--- src/design/deque_with_delete_by_match_defines.svh ---
// Assertion helpers for the deque block.
`ifndef DEQUE_WITH_DELETE_BY_MATCH_DEFINES_SVH
`define DEQUE_WITH_DELETE_BY_MATCH_DEFINES_SVH

// same-cycle implication, checked out of reset
`define DQDM_ASSERT_IMP(lbl, ant, cons, msg) \
  lbl: assert property (@(posedge clk) disable iff (!rst_n) (ant) |-> (cons)) else $error(msg);

// next-cycle implication, checked out of reset
`define DQDM_ASSERT_NXT(lbl, ant, cons, msg) \
  lbl: assert property (@(posedge clk) disable iff (!rst_n) (ant) |=> (cons)) else $error(msg);

`endif

--- src/design/dqdm_pkg.sv ---
package dqdm_pkg;

  localparam int unsigned ITEM_PORT_W = 32;

  typedef logic [1:0] cmd_t;
  typedef logic [1:0] status_t;

  localparam cmd_t CMD_PUT_FRONT = 2'd0;
  localparam cmd_t CMD_PUT_BACK  = 2'd1;
  localparam cmd_t CMD_TAKE      = 2'd2;
  localparam cmd_t CMD_DELETE    = 2'd3;

  localparam status_t ST_OK        = 2'd0;
  localparam status_t ST_ILLEGAL   = 2'd1;
  localparam status_t ST_FULL      = 2'd2;
  localparam status_t ST_NOT_FOUND = 2'd3;

endpackage

--- src/design/dqdm_ram.sv ---
module dqdm_ram #(
  parameter int unsigned WIDTH = 32,
  parameter int unsigned DEPTH = 16
) (
  input  logic                     clk,
  input  logic                     wr_en,
  input  logic [$clog2(DEPTH)-1:0] wr_addr,
  input  logic [WIDTH-1:0]         wr_data,
  input  logic                     rd_en,
  input  logic [$clog2(DEPTH)-1:0] rd_addr,
  output logic [WIDTH-1:0]         rd_data
);

  logic [WIDTH-1:0] mem_r [DEPTH];

  always_ff @(posedge clk) begin
    if (wr_en) begin
      mem_r[wr_addr] <= wr_data;
    end
    if (rd_en) begin
      rd_data <= mem_r[rd_addr];
    end
  end

endmodule

--- src/design/deque_with_delete_by_match.sv ---
// Bounded double-ended queue of nonzero handles held in a circular buffer in one
// 1R1W RAM, with head, tail and fill registers. One command is handled at a time.
// A legal put writes one RAM entry; a take reads the head entry and returns it.
// A delete searches from front to back (one RAM read and one compare per entry
// visited), then moves each entry behind the match up one place (one read and
// one write each) and drops the tail entry. A further command is accepted once
// the sequencer is idle; a result may still be waiting on the output then. No
// clearing pass is needed.
module deque_with_delete_by_match #(
  parameter int unsigned CAPACITY   = 16,
  parameter int unsigned ITEM_WIDTH = 32
) (
  input  logic                               clk,
  input  logic                               rst_n,
  input  logic                               in_valid,
  output logic                               in_stall,
  input  dqdm_pkg::cmd_t                     in_cmd,
  input  logic [dqdm_pkg::ITEM_PORT_W-1:0]   in_item,
  output logic                               out_valid,
  input  logic                               out_stall,
  output dqdm_pkg::status_t                  out_status,
  output logic [dqdm_pkg::ITEM_PORT_W-1:0]   out_item,
  output logic [$clog2(CAPACITY+1)-1:0]      out_count
);

  localparam int unsigned AW    = $clog2(CAPACITY);
  localparam int unsigned CNT_W = $clog2(CAPACITY + 1);
  localparam int unsigned SW    = (ITEM_WIDTH < dqdm_pkg::ITEM_PORT_W) ?
                                  ITEM_WIDTH : dqdm_pkg::ITEM_PORT_W;

  localparam logic [2:0] S_IDLE   = 3'd0;
  localparam logic [2:0] S_EXEC   = 3'd1;
  localparam logic [2:0] S_TK_D   = 3'd2;
  localparam logic [2:0] S_SR_RD  = 3'd3;
  localparam logic [2:0] S_SR_CMP = 3'd4;
  localparam logic [2:0] S_SH_RD  = 3'd5;
  localparam logic [2:0] S_SH_WR  = 3'd6;

  function automatic logic [AW-1:0] ptr_inc(input logic [AW-1:0] p);
    ptr_inc = (p == AW'(CAPACITY - 1)) ? '0 : AW'(p + 1'b1);
  endfunction

  function automatic logic [AW-1:0] ptr_dec(input logic [AW-1:0] p);
    ptr_dec = (p == '0) ? AW'(CAPACITY - 1) : AW'(p - 1'b1);
  endfunction

  logic [2:0]              state_r, state_nxt;
  logic [AW-1:0]           head_r, head_nxt;
  logic [AW-1:0]           tail_r, tail_nxt;
  logic [CNT_W-1:0]        fill_r, fill_nxt;
  logic [CNT_W-1:0]        idx_r, idx_nxt;
  logic [AW-1:0]           ptr_r, ptr_nxt;
  dqdm_pkg::cmd_t          cmd_r, cmd_nxt;
  logic [SW-1:0]           key_r, key_nxt;

  logic                    out_valid_r, out_valid_nxt;
  dqdm_pkg::status_t       status_r, status_nxt;
  logic [SW-1:0]           oitem_r, oitem_nxt;
  logic [CNT_W-1:0]        count_r, count_nxt;

  logic                    wr_en, rd_en;
  logic [AW-1:0]           wr_addr, rd_addr;
  logic [SW-1:0]           wr_data, rd_data;
  logic                    out_free, in_acc, last_idx;
  logic                    ptr_ok;

  dqdm_ram #(
    .WIDTH (SW),
    .DEPTH (CAPACITY)
  ) u_ram (
    .clk     (clk),
    .wr_en   (wr_en),
    .wr_addr (wr_addr),
    .wr_data (wr_data),
    .rd_en   (rd_en),
    .rd_addr (rd_addr),
    .rd_data (rd_data)
  );

  assign in_stall   = (state_r != S_IDLE);
  assign in_acc     = in_valid && !in_stall;
  assign out_free   = !out_valid_r || !out_stall;
  assign last_idx   = (CNT_W'(idx_r + 1'b1) == fill_r);
  assign ptr_ok     = (int'(head_r) + int'(fill_r) == int'(tail_r)) ||
                      (int'(head_r) + int'(fill_r) == int'(tail_r) + int'(CAPACITY));

  assign out_valid  = out_valid_r;
  assign out_status = status_r;
  assign out_item   = dqdm_pkg::ITEM_PORT_W'(oitem_r);
  assign out_count  = count_r;

  always_comb begin
    state_nxt     = state_r;
    head_nxt      = head_r;
    tail_nxt      = tail_r;
    fill_nxt      = fill_r;
    idx_nxt       = idx_r;
    ptr_nxt       = ptr_r;
    cmd_nxt       = cmd_r;
    key_nxt       = key_r;
    out_valid_nxt = out_valid_r && out_stall;
    status_nxt    = status_r;
    oitem_nxt     = oitem_r;
    count_nxt     = count_r;
    wr_en         = 1'b0;
    wr_addr       = tail_r;
    wr_data       = key_r;
    rd_en         = 1'b0;
    rd_addr       = ptr_r;

    unique case (state_r)
      S_IDLE: begin
        if (in_acc) begin
          cmd_nxt   = in_cmd;
          key_nxt   = in_item[SW-1:0];
          state_nxt = S_EXEC;
        end
      end
      S_EXEC: begin
        if (cmd_r == dqdm_pkg::CMD_PUT_FRONT || cmd_r == dqdm_pkg::CMD_PUT_BACK) begin
          if (out_free) begin
            out_valid_nxt = 1'b1;
            oitem_nxt     = '0;
            count_nxt     = fill_r;
            state_nxt     = S_IDLE;
            if (key_r == '0) begin
              status_nxt = dqdm_pkg::ST_ILLEGAL;
            end else if (fill_r == CNT_W'(CAPACITY)) begin
              status_nxt = dqdm_pkg::ST_FULL;
            end else begin
              status_nxt = dqdm_pkg::ST_OK;
              wr_en      = 1'b1;
              fill_nxt   = CNT_W'(fill_r + 1'b1);
              count_nxt  = CNT_W'(fill_r + 1'b1);
              if (cmd_r == dqdm_pkg::CMD_PUT_FRONT) begin
                wr_addr  = ptr_dec(head_r);
                head_nxt = ptr_dec(head_r);
              end else begin
                wr_addr  = tail_r;
                tail_nxt = ptr_inc(tail_r);
              end
            end
          end
        end else if (cmd_r == dqdm_pkg::CMD_TAKE && fill_r != '0) begin
          rd_en     = 1'b1;
          rd_addr   = head_r;
          state_nxt = S_TK_D;
        end else if (cmd_r == dqdm_pkg::CMD_DELETE && key_r != '0 && fill_r != '0) begin
          idx_nxt   = '0;
          ptr_nxt   = head_r;
          state_nxt = S_SR_RD;
        end else if (out_free) begin
          out_valid_nxt = 1'b1;
          status_nxt    = dqdm_pkg::ST_ILLEGAL;
          oitem_nxt     = '0;
          count_nxt     = fill_r;
          state_nxt     = S_IDLE;
        end
      end
      S_TK_D: begin
        if (out_free) begin
          out_valid_nxt = 1'b1;
          status_nxt    = dqdm_pkg::ST_OK;
          oitem_nxt     = rd_data;
          head_nxt      = ptr_inc(head_r);
          fill_nxt      = CNT_W'(fill_r - 1'b1);
          count_nxt     = CNT_W'(fill_r - 1'b1);
          state_nxt     = S_IDLE;
        end
      end
      S_SR_RD: begin
        rd_en     = 1'b1;
        rd_addr   = ptr_r;
        state_nxt = S_SR_CMP;
      end
      S_SR_CMP: begin
        if (rd_data == key_r) begin
          state_nxt = S_SH_RD;
        end else if (last_idx) begin
          if (out_free) begin
            out_valid_nxt = 1'b1;
            status_nxt    = dqdm_pkg::ST_NOT_FOUND;
            oitem_nxt     = '0;
            count_nxt     = fill_r;
            state_nxt     = S_IDLE;
          end
        end else begin
          idx_nxt   = CNT_W'(idx_r + 1'b1);
          ptr_nxt   = ptr_inc(ptr_r);
          state_nxt = S_SR_RD;
        end
      end
      S_SH_RD: begin
        if (last_idx) begin
          if (out_free) begin
            out_valid_nxt = 1'b1;
            status_nxt    = dqdm_pkg::ST_OK;
            oitem_nxt     = '0;
            tail_nxt      = ptr_dec(tail_r);
            fill_nxt      = CNT_W'(fill_r - 1'b1);
            count_nxt     = CNT_W'(fill_r - 1'b1);
            state_nxt     = S_IDLE;
          end
        end else begin
          rd_en     = 1'b1;
          rd_addr   = ptr_inc(ptr_r);
          state_nxt = S_SH_WR;
        end
      end
      S_SH_WR: begin
        wr_en     = 1'b1;
        wr_addr   = ptr_r;
        wr_data   = rd_data;
        ptr_nxt   = ptr_inc(ptr_r);
        idx_nxt   = CNT_W'(idx_r + 1'b1);
        state_nxt = S_SH_RD;
      end
      default: begin
        state_nxt = S_IDLE;
      end
    endcase
  end

  always_ff @(posedge clk) begin
    if (!rst_n) begin
      state_r     <= S_IDLE;
      head_r      <= '0;
      tail_r      <= '0;
      fill_r      <= '0;
      out_valid_r <= 1'b0;
    end else begin
      state_r     <= state_nxt;
      head_r      <= head_nxt;
      tail_r      <= tail_nxt;
      fill_r      <= fill_nxt;
      out_valid_r <= out_valid_nxt;
    end
  end

  always_ff @(posedge clk) begin
    idx_r    <= idx_nxt;
    ptr_r    <= ptr_nxt;
    cmd_r    <= cmd_nxt;
    key_r    <= key_nxt;
    status_r <= status_nxt;
    oitem_r  <= oitem_nxt;
    count_r  <= count_nxt;
  end

`include "deque_with_delete_by_match_defines.svh"

  `DQDM_ASSERT_IMP(a_fill_bound, 1'b1, fill_r <= CNT_W'(CAPACITY), "fill above capacity")
  `DQDM_ASSERT_IMP(a_ptr_consistent, 1'b1, ptr_ok, "head, tail and fill disagree")
  `DQDM_ASSERT_NXT(a_busy_after_accept, in_acc, state_r == S_EXEC, "accepted beat not executed")

endmodule
--- config.mk ---
export PLATFORM = sky130hd
export DESIGN_NAME = deque_with_delete_by_match
export DESIGN_NICKNAME = d
export VERILOG_FILES = /design/src/design/dqdm_pkg.sv /design/src/design/dqdm_ram.sv /design/src/design/deque_with_delete_by_match.sv
export VERILOG_INCLUDE_DIRS = /design/src /design/src/design
export SDC_FILE = /design/constraint.sdc
export NUM_CORES = 1
export LEC_CHECK = 0
export BUFFER_PORTS_ARGS = -buffer_cell sky130_fd_sc_hd__buf_2
export CAP_MARGIN = 20
export CORE_ASPECT_RATIO = 1.5
export CORE_MARGIN = 2
export CORE_UTILIZATION = 31
export DETAILED_ROUTE_END_ITERATION = 7
export GPL_ROUTABILITY_DRIVEN = 0
export PLACE_DENSITY = 0.55
export SLEW_MARGIN = 20
export SYNTH_ARGS = -nofsm -noshare
export SYNTH_HDL_FRONTEND = slang
export SYNTH_HIERARCHICAL = 1
export SYNTH_SLANG_ARGS = --single-unit
export TNS_END_PERCENT = 10
--- constraint.sdc ---
create_clock -name clk -period 5.7 [get_ports clk]
set_input_delay 0.285 -clock clk [delete_from_list [all_inputs] [get_ports clk]]
set_output_delay 0.285 -clock clk [all_outputs]
set_load 0.05 [all_outputs]
### Word-level counts from Yosys, hierarchy flattened

Memories as Yosys holds them, arrays and structs flattened. A register that Yosys moved wholly into a read port is not among the register bits.
Cells that the tools add are included.

| word-level totals | value |
|---|---|
| bits in registers | 99 |
| memory bits (writable) | 512 |
| output and inout bits | 41 |
| memories kept | 1 |

Memory list:

| name | words | bits a word | read ports | clocked after memory_dff | write ports | RTL line | text |
|---|---|---|---|---|---|---|---|
| u_ram.mem_r | 16 | 32 | 1 | 1 | 1 | dqdm_ram.sv:14 | `logic [WIDTH-1:0] mem_r [DEPTH];` |

| operators by class | value |
|---|---|
| add/subtract/negate cells | 8 |
| eq/ne operators | 36 |
| mux-type cells | 106 |
| reduce and logical (&&, ||, !) cells | 32 |

Operators with widths:

| cell | number |
|---|---|
| $mux W32 | 8 |
| $pmux W32 S4 | 1 |
| $mux W4 | 30 |
| $mux W5 | 19 |
| $ne A2 B2 Y1 const B | 17 |
| $eq A32 B32 Y1 | 1 |
| $logic_not A32 Y1 | 1 |
| $pmux W4 S2 | 4 |
| $reduce_bool A32 Y1 | 1 |
| $pmux W5 S3 | 2 |
| $mux W2 | 12 |
| $mux W3 | 8 |
| $pmux W3 S7 | 1 |
| $pmux W5 S4 | 1 |
| $mux W1 | 15 |
| $reduce_and A7 Y1 | 2 |
| $add A4 B1 Y4 const B | 3 |
| $eq A4 B4 Y1 const B | 3 |
| $pmux W4 S3 | 1 |
| $add A5 B1 Y5 const B | 2 |
| $reduce_and A5 Y1 | 2 |
| $eq A3 B3 Y1 const B | 3 |
| $ne A3 B3 Y1 const B | 3 |
| $reduce_and A9 Y1 | 1 |
| other kinds (27) | 41 |

### Depth between registers and ports, before layout

| depth | value |
|---|---|
| word-level depth | 8 |
| depth in mapped cells | 14 |
| mapped depth without buffers | 11 |

### Modules after synthesis

Netlist, hierarchy kept.

Modules (own cells, without submodules):

| module | instances | cells each | area an instance (µm²) | sequential area each (µm²) |
|---|---|---|---|---|
| dqdm_ram | 1 | 838 | 20155.6 | 16335.7 |
| deque_with_delete_by_match | 1 | 630 | 5931.9 | 2802.7 |

### Worst setup path before layout

OpenSTA, ideal clock, no wires.

| path | value |
|---|---|
| path kind | reg2reg |
| from | register fill_r[0] |
| to | memory u_ram.mem_r[0][0], enable pin |
| library setup time | 461 ps |
| arrival time | 4718 ps |
| data required time | 5239 ps |
| path slack | 521 ps |
| stages on the path, launching flop included | 11 |
| cells stage by stage | dfxtp_1 buf_2 inv_1 ha_1 nand4bb_1 nand2_1 or4_1 and2_1 a221o_1 or3b_2 nor3_1 |

| between the ends | value |
|---|---|
| elaborated cells between the ends (all ways) | 13 |
| classes of those cells | eq/ne: 1; mux: 12 |

RTL lines:

| element | RTL line | text |
|---|---|---|
| start, declared | deque_with_delete_by_match.sv:50 | `logic [CNT_W-1:0] fill_r, fill_nxt;` |
| start signal, assigned | deque_with_delete_by_match.sv:235 | `fill_r <= fill_nxt;` |
| $eq A5 B5 Y1 | deque_with_delete_by_match.sv:128 | `end else if (fill_r == CNT_W'(CAPACITY)) begin` |
| $mux W4 | deque_with_delete_by_match.sv:128 |  |
| $mux W4 | deque_with_delete_by_match.sv:126 | `if (key_r == '0) begin` |
| $mux W4 | deque_with_delete_by_match.sv:121 | `if (out_free) begin` |
| $mux W4 | deque_with_delete_by_match.sv:120 | `if (cmd_r == dqdm_pkg::CMD_PUT_FRONT \|\| cmd_r == dqdm_pkg::CMD_PUT_BACK) begin` |
| $pmux W4 S2 | deque_with_delete_by_match.sv:111 | `unique case (state_r)` |
| named net wr_addr[2] | deque_with_delete_by_match.sv:62 | `logic [AW-1:0] wr_addr, rd_addr;` |
| end, declared | dqdm_ram.sv:14 |  |

The timed path passes the listed nets, and every way through them passes these cells.

### Worst setup path in the final report

| path | value |
|---|---|
| from | register key_r[29] |
| to | memory u_ram.mem_r[3][2], enable pin |

| between the ends | value |
|---|---|
| elaborated cells between the ends (all ways) | 11 |
| classes of those cells | mux: 10; reduce/logical: 1 |

RTL lines:

| element | RTL line | text |
|---|---|---|
| start, declared | deque_with_delete_by_match.sv:54 | `logic [SW-1:0] key_r, key_nxt;` |
| start signal, assigned | deque_with_delete_by_match.sv:244 | `key_r <= key_nxt;` |
| $logic_not A32 Y1 | deque_with_delete_by_match.sv:126 |  |
| $mux W4 | deque_with_delete_by_match.sv:126 |  |
| $mux W4 | deque_with_delete_by_match.sv:121 |  |
| $mux W4 | deque_with_delete_by_match.sv:120 |  |
| $pmux W4 S2 | deque_with_delete_by_match.sv:111 |  |
| named net wr_addr[2] | deque_with_delete_by_match.sv:62 |  |

The timed path passes the listed nets, and every way through them passes these cells.

==> results.py <==
metrics = {
    "drt": {
        "wl_per_cell_um": 25.3,
        "drc": 0,
        "via_count": 14100,
        "postRouteAntennaNets": 0,
        "vias_per_cell": 5.11,
        "firstDrtPassIters": 5,
        "first_iter_violations": 1417,
        "wirelength_um": 70000,
    },
    "worst_hold_path": {
        "min_path_type": "in2reg",
    },
    "placement": {
        "port_buffers": 78,
        "preCtsSetupSlack_ns": 0.855,
        "place_hpwl_um": 43600,
    },
    "floorplan": {
        "fp-row-count": 130,
        "die-area_um2": 86500,
        "io_pins": 79,
        "chipHeight_um": 359,
        "start_util_pct": 31.2,
        "die_x_um": 241,
        "core-area_um2": 83600,
    },
    "run": {
        "drv_cap": 0,
    },
    "power": {
        "p_leak_uw": 0.00967,
        "p_per_area_nw_per_um2": 316,
        "ir_worst_vdd_mv": 0.218,
    },
    "setup_path": {
        "r2r-end": "u_ram/mem_r[3][2]$_DFFE_PP_",
        "path_cells": "nor4_1, nand4_1, o21bai_1, or4_1, a21oi_1, a221o_1, or3b_2, nor2_4, buf_4",
        "ff2ff_setup_slack_ns": 0.80,
        "cp_max_fo": 21,
        "cp-end-kind": "flop",
        "crit_start": "key_r[29]$_DFFE_PP_",
        "cp.depth": 9,
        "crit_path_top_delay_cell": "nor4_1",
        "critPathLaunchType": "flop",
        "r2r-start": "key_r[29]$_DFFE_PP_",
        "critPathArrivalTime_ns": 5.14,
        "critPathTopFamily": "simple AND/OR/NAND/NOR gates",
        "worstPathRequired_ns": 5.94,
        "slowest_delay_ns": 0.64,
        "worstRegToRegCells": 9,
        "path_buf_inv": 1,
        "critPathKind": "reg2reg",
        "crit_path_end": "u_ram/mem_r[3][2]$_DFFE_PP_",
    },
    "yosys": {
        "synth_cell_types": 74,
        "yosysSeqAreaShare_pct": 73.4,
        "synth_ff_type": "edfxtp_1",
        "postSynthAreaPerCell_um2": 17.8,
        "synth-edff-count": 626,
        "synth-async-reset-ratio_pct": 0,
        "synth_area_um2": 26100,
        "syn-num-nets": 1516,
        "yosys_warnings": 6,
        "ys_seq_elements": 643,
        "syn_inst": 1468,
    },
    "cells_and_area": {
        "nFillCells": 7834,
        "areaGrowthSynthToFinish_pct": 15.5,
        "multi_input_area_um2": 6730,
        "final_common_cell": "edfxtp_1",
        "drive_above_1_share_pct": 22.1,
        "finalNetCount": 1647,
        "register_area_um2": 19100,
        "mostFrequentLayoutCells": "626 x edfxtp_1, 182 x nand2_1, 128 x mux4_2",
        "num_antenna_cells": 0,
    },
    "timing": {
        "setup_viol": 0,
        "period_share_pct": 85.9,
        "relSlewSlack_pct": 24.7,
        "min_period_ns": 4.90,
        "setup_tns_ns": 0,
        "layout_setup_ws_ns": 0.802,
        "slew_violations": 0,
        "hold_violations": 0,
        "worst_pin_slew_ns": 1.12,
        "fmax_ghz": 0.204,
        "fin_skew_ns": 0.0272,
        "rsz0062_at_grt": "false",
    },
    "global_route": {
        "grt_start_max_net_pins": 63,
        "grt_pass1_wl_um": 102000,
        "antenna_found_initial": 2,
        "grt_use_total_pct": 16.2,
        "grt_overflow": 0,
        "first_global_vias": 14500,
    },
    "cts": {
        "cts-root-buf": "clkbuf_16",
        "holdBufCountCts": 34,
        "cts_tree": "yes",
        "htreeDepth": 2,
        "cts_setup_buffers": 0,
        "path_clk_slew_ns": 0.07,
        "insertion_delay_ns": 0.61,
        "cts_resized": 0,
        "clock_path_buffers": 3,
        "cts_sinks": 643,
        "cts_buffers": 57,
    },
    "run_status": {
        "status": "finished, final reports clean",
    },
}
==> Yosys cell counts (all sizes together), types with 3 or more instances <==
library cell  instances  share of area, %
a211oi                3              0.13
a21o                  3             0.086
a21oi                22              0.42
a221o                 4              0.15
a221oi                4              0.16
a22oi                65               1.9
a311oi                4              0.13
a31oi                 5              0.12
and2                 38              0.91
and3                  4             0.096
buf                  36              0.77
clkbuf               41              0.59
dfxtp                17               1.3
edfxtp              626                72
ha                   10              0.48
inv                  14              0.20
mux2i                13              0.50
mux4                128                11
nand2               183               2.7
nand2b                7              0.17
nand3                14              0.27
nand4                10              0.24
nor2                 47              0.71
nor2b                 5              0.12
nor3                  7              0.13
nor4                 12              0.29
o2111ai               3              0.10
o211ai                8              0.23
o21ai                30              0.59
o21bai                4              0.12
o221ai                4              0.13
o22a                  3              0.10
o22ai                 7              0.17
or3                   4             0.096
or3b                  3              0.10
or4                   3              0.10
xnor2                41               1.4
xor2                  8              0.30
==> flip-flops by register name (all words and copies together) (netlist names), 5 cells and up <==
register and flops:
fill_r 5, idx_r 5, key_r 32, out_count 5, out_item 32, u_ram/mem_r 512
u_ram/rd_data 32
==> worst min-delay path, stage by stage <==
cell and delay (ns):
buf_2 0.11, o211ai_1 0.15, nor2_1 0.13
==> routing by layer <==
layer,wire [um],up-vias,global-route usage (%)
met3,3460,103,1.74
met4,1870,0,4.43
li1,-,6105,-
met1,27100,7465,19.9
met2,37600,451,29.7
met5,0,-,0
==> where the power goes <==
part / total [uW] / internal (uW) / switching, uW
clock network: 3650 / 1970 / 1680
logic: 553 / 181 / 373
registers: 5300 / 5260 / 40.9
==> per-stage QoR <==
step / total power [uW] / util [%] / hold slack (ns) / instance area, um^2 / instances
after CTS: 9600 / 36.0 / 0.0791 / 30100 / 2764
final: 9510 / 36.0 / 0.100 / 30100 / 2764
after floorplan: 5750 / - / 0.384 / 26100 / 1468
after detailed placement: 5950 / 33.6 / 0.465 / 28100 / 2628
after global routing: 9810 / 36.0 / 0.113 / 30100 / 2764
after global placement: 5940 / 33.6 / 0.483 / 28100 / 2628
==> logic make-up after synthesis <==
logic type      count (synthesis)  share of synthesized area (%)
flops                         643                           73.4
xor+xnor                       49                           1.67
mux                           143                           11.6
buf+inv                        92                           1.58
compound gates                186                           5.12
fa+ha+maj                      10                          0.480
simple gates                  345                           6.14
==> worst min path at each step <==
stage              start                      end  slack [ns]  depth (start not counted)
4_1_cts            rst_n   fill_r[2]$_SDFFE_PN0P_        0.08                          3
3_5_place_dp   in_cmd[1]       cmd_r[1]$_DFFE_PP_        0.47                          1
3_3_place_gp   in_cmd[1]       cmd_r[1]$_DFFE_PP_        0.48                          1
6_report        in_valid  state_r[1]$_SDFFE_PN0P_        0.10                          3
5_1_grt            rst_n   head_r[2]$_SDFFE_PN0P_        0.11                          3
2_1_floorplan  in_cmd[0]       cmd_r[0]$_DFFE_PP_        0.38                          0
==> area by class of cell <==
class | count | area share (%)
clock buffer | 72 | 4.92
timing repair buffer | 149 | 3.60
multi-input combinational | 733 | 22.3
clock inverter | 30 | 0.756
inverter | 15 | 0.187
tap | 1122 | 4.66
sequential | 643 | 63.5
Power figures use the tool's default switching activity.
